**config.mk**
```make
export PLATFORM = sky130hd
export DESIGN_NAME = crc_checked_frame_receiver_core
export DESIGN_NICKNAME = d
export VERILOG_FILES = /design/src/rtl/crcfr_pkg.sv /design/src/rtl/crcfr_front.sv /design/src/rtl/crcfr_queue.sv /design/src/rtl/crcfr_back.sv /design/src/rtl/crc_checked_frame_receiver_core.sv
export VERILOG_INCLUDE_DIRS = /design/src /design/src/rtl
export SDC_FILE = /design/constraint.sdc
export NUM_CORES = 1
export LEC_CHECK = 0
export BUFFER_PORTS_ARGS = -buffer_cell sky130_fd_sc_hd__buf_2
export CORE_UTILIZATION = 60
export CTS_BUF_LIST = sky130_fd_sc_hd__clkbuf_16
export CTS_CLUSTER_DIAMETER = 60
export DETAILED_ROUTE_END_ITERATION = 8
export PLACE_DENSITY = 0.79
export SLEW_MARGIN = 5
export SYNTH_ARGS = -nofsm -noshare
export SYNTH_HDL_FRONTEND = slang
export SYNTH_HIERARCHICAL = 1
export SYNTH_SLANG_ARGS = --single-unit
```
**constraint.sdc**
```tcl
create_clock -name clk -period 24.5 [get_ports clk]
set_input_delay 4.9 -clock clk [delete_from_list [all_inputs] [get_ports clk]]
set_output_delay 4.9 -clock clk [all_outputs]
set_load 0.01 [all_outputs]
```
**src/rtl/crc_checked_frame_receiver_core_defines.svh**
```systemverilog
// Assertion macros shared by the frame receiver RTL.
`ifndef CRC_CHECKED_FRAME_RECEIVER_CORE_DEFINES_SVH
`define CRC_CHECKED_FRAME_RECEIVER_CORE_DEFINES_SVH

// Same-cycle implication, checked out of reset.
`define CRCFR_ASSERT_NOW(lbl, ante, cons, msg) \
  lbl: assert property (@(posedge clk) disable iff (!rst_n) (ante) |-> (cons)) else $error(msg);

// Next-cycle implication, checked out of reset.
`define CRCFR_ASSERT_NEXT(lbl, ante, cons, msg) \
  lbl: assert property (@(posedge clk) disable iff (!rst_n) (ante) |=> (cons)) else $error(msg);

`endif

```
**src/rtl/crcfr_pkg.sv**
```systemverilog
// Types and constants of the CRC-checked frame receiver.
`timescale 1ns / 1ps
package crcfr_pkg;

  typedef enum logic [2:0] {
    OUT_TELEMETRY = 3'd0,
    OUT_POSITION  = 3'd1,
    OUT_UNUSED    = 3'd2,
    OUT_TAIL_ERR  = 3'd3,
    OUT_CRC_ERR   = 3'd4
  } outcome_t;

  // Configuration register indexes
  localparam logic CFG_TELEM_ID = 1'b0;
  localparam logic CFG_POS_ID   = 1'b1;
  localparam int   CFG_IDX_W    = 1;
  localparam int   CFG_DATA_W   = 8;

  localparam logic [7:0] TELEM_ID_RST = 8'd69;
  localparam logic [7:0] POS_ID_RST   = 8'd87;

  // Frame for the finished tail byte, handed from front to back
  typedef struct packed {
    outcome_t    outcome;
    logic [7:0]  frame_id;
    logic [7:0]  body_length;
    logic [15:0] mos_temp;
    logic [15:0] motor_temp;
    logic [31:0] current;
    logic [31:0] erpm;
    logic [15:0] voltage;
    logic [7:0]  fault;
    logic [31:0] tele_pos;
  } frame_rec_t;

endpackage

```
**src/rtl/crcfr_front.sv**
```systemverilog
// Byte-level deframer: header hunt, CRC, field capture and classification.
`timescale 1ns / 1ps
module crcfr_front
  import crcfr_pkg::*;
(
  input  logic                  clk,
  input  logic                  rst_n,
  input  logic                  in_valid,
  output logic                  in_stall,
  input  logic [7:0]            in_rx_byte,
  input  logic                  cfg_we,
  input  logic [CFG_IDX_W-1:0]  cfg_index,
  input  logic [CFG_DATA_W-1:0] cfg_wdata,
  input  logic                  q_full,
  output logic                  push,
  output frame_rec_t            rec
);

  typedef enum logic [2:0] {
    PH_HEADER = 3'd0,
    PH_LEN    = 3'd1,
    PH_BODY   = 3'd2,
    PH_CRC_HI = 3'd3,
    PH_CRC_LO = 3'd4,
    PH_TAIL   = 3'd5
  } phase_t;

  localparam logic [7:0] HDR_BYTE      = 8'hAA;
  localparam logic [7:0] TAIL_BYTE     = 8'hBB;
  localparam logic [15:0] CRC_POLY     = 16'h1021;
  localparam logic [7:0] TELEM_MIN_LEN = 8'd58;
  localparam logic [7:0] POS_MIN_LEN   = 8'd5;

  // Body byte offsets of the kept fields
  localparam logic [7:0] OFS_MOS_LO   = 8'd1;
  localparam logic [7:0] OFS_MOS_HI   = 8'd2;
  localparam logic [7:0] OFS_MOT_LO   = 8'd3;
  localparam logic [7:0] OFS_MOT_HI   = 8'd4;
  localparam logic [7:0] OFS_CUR_LO   = 8'd5;
  localparam logic [7:0] OFS_CUR_HI   = 8'd8;
  localparam logic [7:0] OFS_ERPM_LO  = 8'd23;
  localparam logic [7:0] OFS_ERPM_HI  = 8'd26;
  localparam logic [7:0] OFS_VOLT_LO  = 8'd27;
  localparam logic [7:0] OFS_VOLT_HI  = 8'd28;
  localparam logic [7:0] OFS_FAULT    = 8'd53;
  localparam logic [7:0] OFS_POS_LO   = 8'd54;
  localparam logic [7:0] OFS_POS_HI   = 8'd57;

  // CRC-16/XMODEM, one byte, MSB first
  function automatic logic [15:0] crc_step(input logic [15:0] c_in, input logic [7:0] b);
    logic [15:0] c;
    c = c_in ^ {b, 8'h00};
    for (int k = 0; k < 8; k++) begin
      c = c[15] ? ({c[14:0], 1'b0} ^ CRC_POLY) : {c[14:0], 1'b0};
    end
    return c;
  endfunction

  phase_t      phase_r;
  logic [7:0]  frame_length_r;
  logic [7:0]  bytes_taken_r;
  logic [7:0]  bytes_taken_nxt;
  logic [15:0] crc_r;
  logic [15:0] rx_crc_r;
  logic [7:0]  id_r;
  logic [7:0]  telem_id_r;
  logic [7:0]  pos_id_r;
  logic [15:0] mos_r;
  logic [15:0] motor_r;
  logic [31:0] cur_r;
  logic [31:0] erpm_r;
  logic [15:0] volt_r;
  logic [7:0]  fault_r;
  logic [31:0] tpos_r;
  logic        accept;

  assign in_stall        = q_full;
  assign accept          = in_valid && !q_full;
  assign bytes_taken_nxt = bytes_taken_r + 8'd1;
  assign push            = accept && (phase_r == PH_TAIL);

  // Classification at the tail byte
  always_comb begin
    rec.frame_id    = id_r;
    rec.body_length = frame_length_r;
    rec.mos_temp    = mos_r;
    rec.motor_temp  = motor_r;
    rec.current     = cur_r;
    rec.erpm        = erpm_r;
    rec.voltage     = volt_r;
    rec.fault       = fault_r;
    rec.tele_pos    = tpos_r;
    if (in_rx_byte != TAIL_BYTE) begin
      rec.outcome = OUT_TAIL_ERR;
    end else if (crc_r != rx_crc_r) begin
      rec.outcome = OUT_CRC_ERR;
    end else if (id_r == telem_id_r) begin
      rec.outcome = (frame_length_r >= TELEM_MIN_LEN) ? OUT_TELEMETRY : OUT_UNUSED;
    end else if (id_r == pos_id_r) begin
      rec.outcome = (frame_length_r >= POS_MIN_LEN) ? OUT_POSITION : OUT_UNUSED;
    end else begin
      rec.outcome = OUT_UNUSED;
    end
  end

  always_ff @(posedge clk) begin
    if (!rst_n) begin
      telem_id_r <= TELEM_ID_RST;
      pos_id_r   <= POS_ID_RST;
    end else if (cfg_we) begin
      case (cfg_index)
        CFG_TELEM_ID: telem_id_r <= cfg_wdata;
        CFG_POS_ID:   pos_id_r   <= cfg_wdata;
        default: ;
      endcase
    end
  end

  always_ff @(posedge clk) begin
    if (!rst_n) begin
      phase_r        <= PH_HEADER;
      frame_length_r <= '0;
      bytes_taken_r  <= '0;
      crc_r          <= '0;
      rx_crc_r       <= '0;
      id_r           <= '0;
    end else if (accept) begin
      case (phase_r)
        PH_LEN: begin
          if (in_rx_byte == 8'd0) begin
            phase_r <= PH_HEADER;
          end else begin
            frame_length_r <= in_rx_byte;
            bytes_taken_r  <= '0;
            crc_r          <= '0;
            phase_r        <= PH_BODY;
          end
        end
        PH_BODY: begin
          if (bytes_taken_r == 8'd0) id_r <= in_rx_byte;
          crc_r         <= crc_step(crc_r, in_rx_byte);
          bytes_taken_r <= bytes_taken_nxt;
          if (bytes_taken_nxt >= frame_length_r) phase_r <= PH_CRC_HI;
        end
        PH_CRC_HI: begin
          rx_crc_r <= {in_rx_byte, 8'h00};
          phase_r  <= PH_CRC_LO;
        end
        PH_CRC_LO: begin
          rx_crc_r[7:0] <= in_rx_byte;
          phase_r       <= PH_TAIL;
        end
        PH_TAIL: phase_r <= PH_HEADER;
        default: begin
          if (in_rx_byte == HDR_BYTE) phase_r <= PH_LEN;
          else phase_r <= PH_HEADER;
        end
      endcase
    end
  end

  // Field capture: big-endian fields shift in as their bytes pass
  always_ff @(posedge clk) begin
    if (accept && (phase_r == PH_BODY)) begin
      case (bytes_taken_r) inside
        [OFS_MOS_LO:OFS_MOS_HI]:   mos_r   <= {mos_r[7:0], in_rx_byte};
        [OFS_MOT_LO:OFS_MOT_HI]:   motor_r <= {motor_r[7:0], in_rx_byte};
        [OFS_CUR_LO:OFS_CUR_HI]:   cur_r   <= {cur_r[23:0], in_rx_byte};
        [OFS_ERPM_LO:OFS_ERPM_HI]: erpm_r  <= {erpm_r[23:0], in_rx_byte};
        [OFS_VOLT_LO:OFS_VOLT_HI]: volt_r  <= {volt_r[7:0], in_rx_byte};
        OFS_FAULT:                 fault_r <= in_rx_byte;
        [OFS_POS_LO:OFS_POS_HI]:   tpos_r  <= {tpos_r[23:0], in_rx_byte};
        default: ;
      endcase
    end
  end

endmodule

```
**src/rtl/crcfr_queue.sv**
```systemverilog
// Small record queue between the deframer and the result stage.
`timescale 1ns / 1ps
module crcfr_queue
  import crcfr_pkg::*;
#(
  parameter int DEPTH = 2
) (
  input  logic       clk,
  input  logic       rst_n,
  input  logic       push,
  input  frame_rec_t push_rec,
  output logic       full,
  input  logic       pop,
  output logic       q_valid,
  output frame_rec_t q_rec
);

  `include "crc_checked_frame_receiver_core_defines.svh"

  localparam int PTR_W = (DEPTH > 1) ? $clog2(DEPTH) : 1;
  localparam int CNT_W = $clog2(DEPTH + 1);

  frame_rec_t       entries_r [DEPTH];
  logic [PTR_W-1:0] wr_ptr_r;
  logic [PTR_W-1:0] rd_ptr_r;
  logic [CNT_W-1:0] count_r;
  logic [CNT_W-1:0] count_nxt;

  assign full    = (count_r == CNT_W'(DEPTH));
  assign q_valid = (count_r != '0);
  assign q_rec   = entries_r[rd_ptr_r];

  always_comb begin
    count_nxt = count_r;
    if (push && !pop) count_nxt = count_r + 1'b1;
    else if (pop && !push) count_nxt = count_r - 1'b1;
  end

  always_ff @(posedge clk) begin
    if (push) entries_r[wr_ptr_r] <= push_rec;
  end

  always_ff @(posedge clk) begin
    if (!rst_n) begin
      wr_ptr_r <= '0;
      rd_ptr_r <= '0;
      count_r  <= '0;
    end else begin
      count_r <= count_nxt;
      if (push) begin
        wr_ptr_r <= (wr_ptr_r == PTR_W'(DEPTH - 1)) ? '0 : wr_ptr_r + 1'b1;
      end
      if (pop) begin
        rd_ptr_r <= (rd_ptr_r == PTR_W'(DEPTH - 1)) ? '0 : rd_ptr_r + 1'b1;
      end
    end
  end

  `CRCFR_ASSERT_NOW(a_no_overflow, push, !full, "queue push while full")
  `CRCFR_ASSERT_NOW(a_no_underflow, pop, q_valid, "queue pop while empty")
  `CRCFR_ASSERT_NOW(a_full_ptrs, full, wr_ptr_r == rd_ptr_r, "full queue with pointers apart")

endmodule

```
**src/rtl/crcfr_back.sv**
```systemverilog
// Result stage: masks fields by outcome and holds the output register.
`timescale 1ns / 1ps
module crcfr_back
  import crcfr_pkg::*;
(
  input  logic               clk,
  input  logic               rst_n,
  input  logic               q_valid,
  input  frame_rec_t         q_rec,
  output logic               pop,
  output logic               out_valid,
  input  logic               out_stall,
  output logic [2:0]         out_outcome,
  output logic [7:0]         out_frame_id,
  output logic [7:0]         out_body_length,
  output logic signed [15:0] out_mos_temp_tenths,
  output logic signed [15:0] out_motor_temp_tenths,
  output logic signed [31:0] out_current_hundredths,
  output logic signed [31:0] out_electrical_rpm,
  output logic signed [15:0] out_voltage_tenths,
  output logic [7:0]         out_fault_code,
  output logic [31:0]        out_position_bits
);

  `include "crc_checked_frame_receiver_core_defines.svh"

  logic        valid_r;
  outcome_t    outcome_r;
  logic [7:0]  id_r;
  logic [7:0]  len_r;
  logic [15:0] mos_r;
  logic [15:0] motor_r;
  logic [31:0] cur_r;
  logic [31:0] erpm_r;
  logic [15:0] volt_r;
  logic [7:0]  fault_r;
  logic [31:0] pos_r;
  logic        is_tele;

  assign pop     = q_valid && (!valid_r || !out_stall);
  assign is_tele = (q_rec.outcome == OUT_TELEMETRY);

  always_ff @(posedge clk) begin
    if (!rst_n) begin
      valid_r <= 1'b0;
    end else if (pop) begin
      valid_r <= 1'b1;
    end else if (!out_stall) begin
      valid_r <= 1'b0;
    end
  end

  always_ff @(posedge clk) begin
    if (pop) begin
      outcome_r <= q_rec.outcome;
      id_r      <= q_rec.frame_id;
      len_r     <= q_rec.body_length;
      mos_r     <= is_tele ? q_rec.mos_temp   : '0;
      motor_r   <= is_tele ? q_rec.motor_temp : '0;
      cur_r     <= is_tele ? q_rec.current    : '0;
      erpm_r    <= is_tele ? q_rec.erpm       : '0;
      volt_r    <= is_tele ? q_rec.voltage    : '0;
      fault_r   <= is_tele ? q_rec.fault      : '0;
      case (q_rec.outcome)
        OUT_TELEMETRY: pos_r <= q_rec.tele_pos;
        OUT_POSITION:  pos_r <= {q_rec.mos_temp, q_rec.motor_temp};
        default:       pos_r <= '0;
      endcase
    end
  end

  assign out_valid              = valid_r;
  assign out_outcome            = outcome_r;
  assign out_frame_id           = id_r;
  assign out_body_length        = len_r;
  assign out_mos_temp_tenths    = $signed(mos_r);
  assign out_motor_temp_tenths  = $signed(motor_r);
  assign out_current_hundredths = $signed(cur_r);
  assign out_electrical_rpm     = $signed(erpm_r);
  assign out_voltage_tenths     = $signed(volt_r);
  assign out_fault_code         = fault_r;
  assign out_position_bits      = pos_r;

  `CRCFR_ASSERT_NOW(a_pos_masked, valid_r && (outcome_r == OUT_POSITION), (cur_r == '0) && (erpm_r == '0) && (fault_r == '0), "position result carries telemetry fields")
  `CRCFR_ASSERT_NOW(a_err_masked, valid_r && (outcome_r != OUT_TELEMETRY) && (outcome_r != OUT_POSITION), (pos_r == '0) && (mos_r == '0), "unused or error result carries fields")
  `CRCFR_ASSERT_NEXT(a_load_shows, pop, valid_r, "loaded record not presented")

endmodule

```
**src/rtl/crc_checked_frame_receiver_core.sv**
```systemverilog
// Top level of the CRC-checked serial frame receiver.
//
//   channel | direction | handshake            | payload
//   --------+-----------+----------------------+----------------------------------
//   in      | input     | in_valid / in_stall  | in_rx_byte
//   out     | output    | out_valid / out_stall| outcome, id, length, telemetry
//   cfg     | input     | cfg_we (no wait)     | cfg_index, cfg_wdata
//
// One byte transfer per cycle while in_stall is low; the CRC step and field
// capture both fit in that cycle. A result is presented on out_* after the tail
// byte transfer, via the queue write and then the output register load.
// in_stall rises only when the record queue (QUEUE_DEPTH frames) is full.
// Synchronous active-low reset; no memory clearing pass, ready right after reset.
`timescale 1ns / 1ps
module crc_checked_frame_receiver_core
  import crcfr_pkg::*;
#(
  parameter int QUEUE_DEPTH = 2
) (
  input  logic                  clk,
  input  logic                  rst_n,
  // byte input
  input  logic                  in_valid,
  output logic                  in_stall,
  input  logic [7:0]            in_rx_byte,
  // results
  output logic                  out_valid,
  input  logic                  out_stall,
  output logic [2:0]            out_outcome,
  output logic [7:0]            out_frame_id,
  output logic [7:0]            out_body_length,
  output logic signed [15:0]    out_mos_temp_tenths,
  output logic signed [15:0]    out_motor_temp_tenths,
  output logic signed [31:0]    out_current_hundredths,
  output logic signed [31:0]    out_electrical_rpm,
  output logic signed [15:0]    out_voltage_tenths,
  output logic [7:0]            out_fault_code,
  output logic [31:0]           out_position_bits,
  // configuration writes
  input  logic                  cfg_we,
  input  logic [CFG_IDX_W-1:0]  cfg_index,
  input  logic [CFG_DATA_W-1:0] cfg_wdata
);

  frame_rec_t push_rec;
  frame_rec_t q_rec;
  logic       push;
  logic       pop;
  logic       q_full;
  logic       q_valid;

  // Front: header hunt, length, body CRC, field capture, outcome decision
  crcfr_front u_front (
    .clk        (clk),
    .rst_n      (rst_n),
    .in_valid   (in_valid),
    .in_stall   (in_stall),
    .in_rx_byte (in_rx_byte),
    .cfg_we     (cfg_we),
    .cfg_index  (cfg_index),
    .cfg_wdata  (cfg_wdata),
    .q_full     (q_full),
    .push       (push),
    .rec        (push_rec)
  );

  // Finished frames wait here so the byte side keeps running under out_stall until the queue fills
  crcfr_queue #(
    .DEPTH (QUEUE_DEPTH)
  ) u_queue (
    .clk      (clk),
    .rst_n    (rst_n),
    .push     (push),
    .push_rec (push_rec),
    .full     (q_full),
    .pop      (pop),
    .q_valid  (q_valid),
    .q_rec    (q_rec)
  );

  // Back: masks fields per outcome into the output register
  crcfr_back u_back (
    .clk                    (clk),
    .rst_n                  (rst_n),
    .q_valid                (q_valid),
    .q_rec                  (q_rec),
    .pop                    (pop),
    .out_valid              (out_valid),
    .out_stall              (out_stall),
    .out_outcome            (out_outcome),
    .out_frame_id           (out_frame_id),
    .out_body_length        (out_body_length),
    .out_mos_temp_tenths    (out_mos_temp_tenths),
    .out_motor_temp_tenths  (out_motor_temp_tenths),
    .out_current_hundredths (out_current_hundredths),
    .out_electrical_rpm     (out_electrical_rpm),
    .out_voltage_tenths     (out_voltage_tenths),
    .out_fault_code         (out_fault_code),
    .out_position_bits      (out_position_bits)
  );

endmodule
```
Yosys cells after proc, flatten, opt, wreduce, memory -nomap -nowiden

Memory sizes are Yosys's and may differ from the RTL's. A register that Yosys moved wholly into a read port is not among the register bits.
Index checks and enable logic that the tools add are counted.
W data, S select, Z words.

Bits in registers: 403
Input bits: 22
Memories kept: 1
Output and inout port bits: 173
Latch bits: 0
ROM bits: 0
Bits in writable memories: 342

Shift operators: 0
Bitwise gates (word level): 17
Reduce and logical (&&, ||, !) cells: 40
Eq/ne operators: 16
$lt $le $gt $ge: 15
Div/mod/pow operators: 0
Muxes and demuxes: 34
$add $sub $neg: 5
$mul: 0

Memory list:

| name              | depth | width | rd ports | clocked after Yosys merged registers in | write ports | line              | RTL |
|---|---|---|---|---|---|---|---|
| u_queue.entries_r | 2     | 171   | 1        | 1                                       | 1           | crcfr_queue.sv:23 | `frame_rec_t entries_r [DEPTH];` |

Operator list:

| operator              | number |
|---|---|
| $mux W13              | 8 |
| $pmux W32 S2          | 1 |
| $pmux W16 S2          | 1 |
| $pmux W8 S2           | 2 |
| $not A3 Y3            | 8 |
| $eq A8 B8 Y1          | 2 |
| $ge A8 B3 Y1 const B  | 2 |
| $ge A8 B5 Y1 const B  | 2 |
| $ge A8 B6 Y1 const B  | 2 |
| $le A8 B5 Y1 const B  | 2 |
| $logic_not A8 Y1      | 2 |
| $mux W16              | 1 |
| $ne A16 B16 Y1        | 1 |
| $xor A16 B16 Y16      | 1 |
| $mux W3               | 5 |
| $pmux W3 S5           | 1 |
| $logic_and A1 B1 Y1   | 12 |
| $reduce_and A2 Y1     | 6 |
| $reduce_and A3 Y1     | 4 |
| $mux W2               | 5 |
| $mux W1               | 9 |
| $add A8 B1 Y8 const B | 1 |
| $eq A8 B6 Y1 const B  | 1 |
| $eq A8 B8 Y1 const B  | 1 |
| other kinds (28)      | 47 |

Depth between registers and ports, before layout

Word-level depth: 18
Mapped depth: 10
Mapped depth without buffers: 10

By module

Netlist, hierarchy kept.

Modules (own cells, without submodules):

| module      | seq. area each (µm²) | area an instance (µm²) | cells each | instances |
|---|---|---|---|---|
| crcfr_queue | 10369.9              | 12916.1                | 554        | 1 |
| crcfr_front | 6065.8               | 8844.7                 | 661        | 1 |
| crcfr_back  | 5154.9               | 6497.5                 | 382        | 1 |

Least setup slack after synthesis

Ideal clock, no wire load.

Path kind: in2reg
Start point: input port out_stall
End point: register u_queue.count_r[1]
Library setup time: 0.076 ns
Data arrival time: 18.982 ns
Stages: 5
Path slack: 5.442 ns
Path through: a21boi_0 inv_1 ha_1 or3_1 a21boi_0

Longest elaborated chain between the ends: 6
Elaborated cells between the ends (all ways): 8

Ends and longest elaborated chain:

| item                                                 | line                                  | RTL |
|---|---|---|
| start, declared                                      | crc_checked_frame_receiver_core.sv:28 | `input logic out_stall,` |
| $logic_not A1 Y1 *                                   | crcfr_back.sv:40                      | `assign pop = q_valid && (!valid_r \|\| !out_stall);` |
| $logic_or A1 B1 Y1 *                                 | crcfr_back.sv:40                      |  |
| $logic_and A1 B1 Y1 *                                | crcfr_back.sv:40                      |  |
| $logic_not A1 Y1                                     | crcfr_queue.sv:35                     | `if (push && !pop) count_nxt = count_r + 1'b1;` |
| $logic_and A1 B1 Y1                                  | crcfr_queue.sv:35                     |  |
| $mux W2 / $reduce_bool A2 Y1 (equally long branches) | n/a                                   |  |
| end signal, assigned                                 | crcfr_queue.sv:49                     | `count_r <= count_nxt;` |
| end, declared                                        | crcfr_queue.sv:26                     | `logic [CNT_W-1:0] count_r;` |

Mark *: on every way between the ends. The rest lies on a longest branch, timed or not.
A chain may end at the register's enable or synchronous reset.

Worst setup path after layout

Start point: input port in_valid
End point: memory u_queue/entries_r[1][73] in the netlist's numbering, enable pin

Longest elaborated chain between the ends: 4

Ends and longest elaborated chain:

| item                          | line                                  | RTL |
|---|---|---|
| start, declared               | crc_checked_frame_receiver_core.sv:23 | `input logic in_valid,` |
| $logic_and A1 B1 Y1           | crcfr_front.sv:78                     | `assign accept = in_valid && !q_full;` |
| $logic_and A1 B1 Y1           | crcfr_front.sv:80                     | `assign push = accept && (phase_r == PH_TAIL);` |
| named net push                | crc_checked_frame_receiver_core.sv:47 | `logic push;` |
| $mux W1                       | crcfr_queue.sv:40                     | `if (push) entries_r[wr_ptr_r] <= push_rec;` |
| $mux W1 (not written as such) | crcfr_queue.sv:40                     |  |
| end, declared                 | crcfr_queue.sv:23                     |  |

The timed path passes the listed nets, and every way through them passes these cells.

==> reports/results.txt <==
Die Width: 219 microns
Clk_skew: 0.0239 ns
Tcrit/Tclk final: 31.6%
Clock Sinks: 746
DIE AREA: 48000 sq um
Maximum vdd drop: 0.0631 mV
Setup violators final: 0
Final Hold Vio Count: 0
Final Util: 68.8%
Post-synth EDFFs: 665
Commonest non-fill, non-tap cell in the layout: edfxtp_1
TritonRoute pass-1 iters: 5
PnR worst setup slack: 16.76 ns
Root buffer cell: clkbuf_16
Slew headroom: 13.3%
Final ANT Viol Nets: 0
Crit-path cells: buf_2 -> and2b_1 -> nand2_1 -> nor2_1 -> and2_4 -> buf_4 -> buf_4
Critical Path RT: 24.73 ns
Power density over the cells: 95.2 nW/um^2
Num ports: 195
Num CTS Buffers: 72
Largest net degree at the start of global routing: 174
Worst-path clk slew: 0.06 ns
Gate count of the mapped netlist: 1597
Pleak: 11.1 nW
Max stage delay on crit path: 0.87 ns
Ys Warns: 6
Initial core utilization: 60.8%
Min Hold Slack: 0.442 ns
Met2 wire len: 25400 microns
Top_reg_cell synth: edfxtp_1
Num rows: 79
Area growth, synth to finish: 13.1%
Global-route wire length before repair: 76100 microns
Synth top area cells: edfxtp_1 71%, dfxtp_1 5.7%, mux2_4 4.8%
Filler instances: 2927
Vias/cell: 5.51
CTS tree: built
Initial antenna violation count: 0
Avg Inst Size Synth: 17.7 sq um
CP max stage cell: buf_4
Setup WS pre-CTS: 16.15 ns
Final critical-path required period: 7.74 ns
Critical path class: primary input to flop
Synth area leader: edfxtp_1
Highest Signal Layer: met4
Core Region: 46500 sq um
H-tree depth: 3
Least-Margin Pin Slew: 1.30 ns
Kind of end point of the critical path: flop
Post-synthesis register bit count: 746
Total Negative Setup Slacks: 0 ns
Final nets: 1837
Synth Cell Area: 28300 sq um
Hold crit path type: flop to flop
CTS-repair resized insts: 0
Max Buffers Root-to-Sink: 3
Pwr Total: 0.00304 W
WL/cell: 20.5 microns
Top cell type's share of synthesized area: 70.7%
Max Cap Viol: 0
RSZ-0062 raised after global routing: false
Final wirelength: 50700 microns
Met1 Wirelength: 21700 microns
Dpl hpwl: 29500 microns
Synth cell types: 65
Diode count: 0
Commonest non-fill, non-tap cells in the layout: 665 x edfxtp_1, 194 x buf_2, 132 x and2_1
Routability cong.: 0.804
Outcome: completed
Async SR Flop Fraction: 0%
Setup crit start kind: primary input
Die height: 219 microns
Layout cell share with drive strength beyond 1: 27.4%
I/O Buffers: 194
Critical Path AT: 7.96 ns
CP Max Fanout: 71
Post-synthesis sequential area ratio: 76.4%
Drt drc: 0
Post-CTS Repair Setup Buffers: 0
Aggregate global routing overflow: 0
Vias in the first global route: 13280
CTS hold repair buffers: 0
Syn_nets: 1632
Global router's overall resource usage: 21.2%
Clk_lat worst skew: 0.60 ns
Top Family by Delay on Critical Path: buffers and inverters
Via count: 13579
Iter 0 DRT Violations: 1110
CP bufs+invs: 3
WL met3: 2620 microns
Most used cell, CP: buf_4
Max-slew violations: 0
FMAX: 0.129 GHz
synthesized netlist by cell type (all sizes together), types with 2 or more instances:
| cell type | n |
|---|---|
| a22oi | 17 |
| a21oi | 5 |
| mux2 | 171 |
| or3 | 2 |
| or2 | 2 |
| nand2 | 102 |
| nand3 | 26 |
| nor2b | 26 |
| a21boi | 40 |
| a2111oi | 2 |
| nor4 | 11 |
| and2 | 133 |
| nand3b | 2 |
| ha | 13 |
| mux2i | 32 |
| xor2 | 35 |
| o211ai | 3 |
| edfxtp | 665 |
| o21ai | 11 |
| nand2b | 6 |
| dfxtp | 81 |
| nor2 | 48 |
| nor3b | 4 |
| clkbuf | 32 |
| a31oi | 4 |
| nand4 | 4 |
| xnor2 | 30 |
| o2111ai | 2 |
| o22ai | 7 |
| and3 | 6 |
| inv | 12 |
| buf | 45 |
| and4 | 2 |
| nor3 | 6 |
per-layer routing:
layer,GRT usage (%),up-vias
met5,0,-
met4,6.74,0
met3,3.56,65
met2,35.2,361
met1,28.8,6804
li1,-,6349
logic make-up after synthesis:
group                      count (synthesis)  synth area share [%]
xor gates and xnor gates                  65                  2.07
buffers and inverters                     89                  1.85
muxes                                    203                  9.14
AOI/OAI and AO/OA                         98                  2.59
and+or+nand+nor                          383                  7.37
DFF                                      746                  76.4
adders and majority gates                 13                 0.576
per-stage QoR:
stage	std cells	cell area (sq um)
floorplan	1597	28300
global route	2466	32000
CTS	2466	32000
detailed placement	2335	29700
global placement	2335	29700
finish	2466	32000
power breakdown:
group / internal (W) / switching [W] / total (W)
logic: 0.000175 / 0.000232 / 0.000407
clock network: 0.000594 / 0.000453 / 0.00105
registers: 0.00154 / 0.0000535 / 0.00159
state kept, by name (all words and copies together) (netlist names), 16 cells and up, named ones only:
register,count
u_back/out_mos_temp_tenths,16
u_back/out_current_hundredths,32
u_queue/entries_r,342
u_front/crc_r,16
u_front/erpm_r,32
u_front/motor_r,16
u_front/volt_r,16
u_back/out_motor_temp_tenths,16
u_back/out_voltage_tenths,16
u_front/rx_crc_r,16
u_front/tpos_r,32
u_front/mos_r,16
u_front/cur_r,32
u_back/out_position_bits,32
u_back/out_electrical_rpm,32
layout make-up:
class / instances / area, sq um / share of cell area (%)
inverter: 12 / 45.0 / 0.141
timing repair buffer: 208 / 1100 / 3.44
sequential: 746 / 21600 / 67.5
clock inverter: 57 / 410 / 1.28
multi-input combinational: 762 / 6210 / 19.4
clock buffer: 74 / 1850 / 5.79
tap: 607 / 759 / 2.38
path summary, 6_finish.rpt:
| path | start | end | slack (ns) | cells past startpoint |
|---|---|---|---|---|
| setup / recovery | in_valid | u_queue/entries_r[1][73] | 16.76 | 7 |
| hold / removal | u_front/erpm_r[31] | u_queue/entries_r[1][87] | 0.44 | 0 |
| setup reg to reg | u_queue/count_r[0] | u_queue/entries_r[1][73] | 20.58 | 7 |
| hold reg to reg | u_front/erpm_r[31] | u_queue/entries_r[1][87] | 0.44 | 0 |
Note: power is estimated with default switching activity, not from simulation.
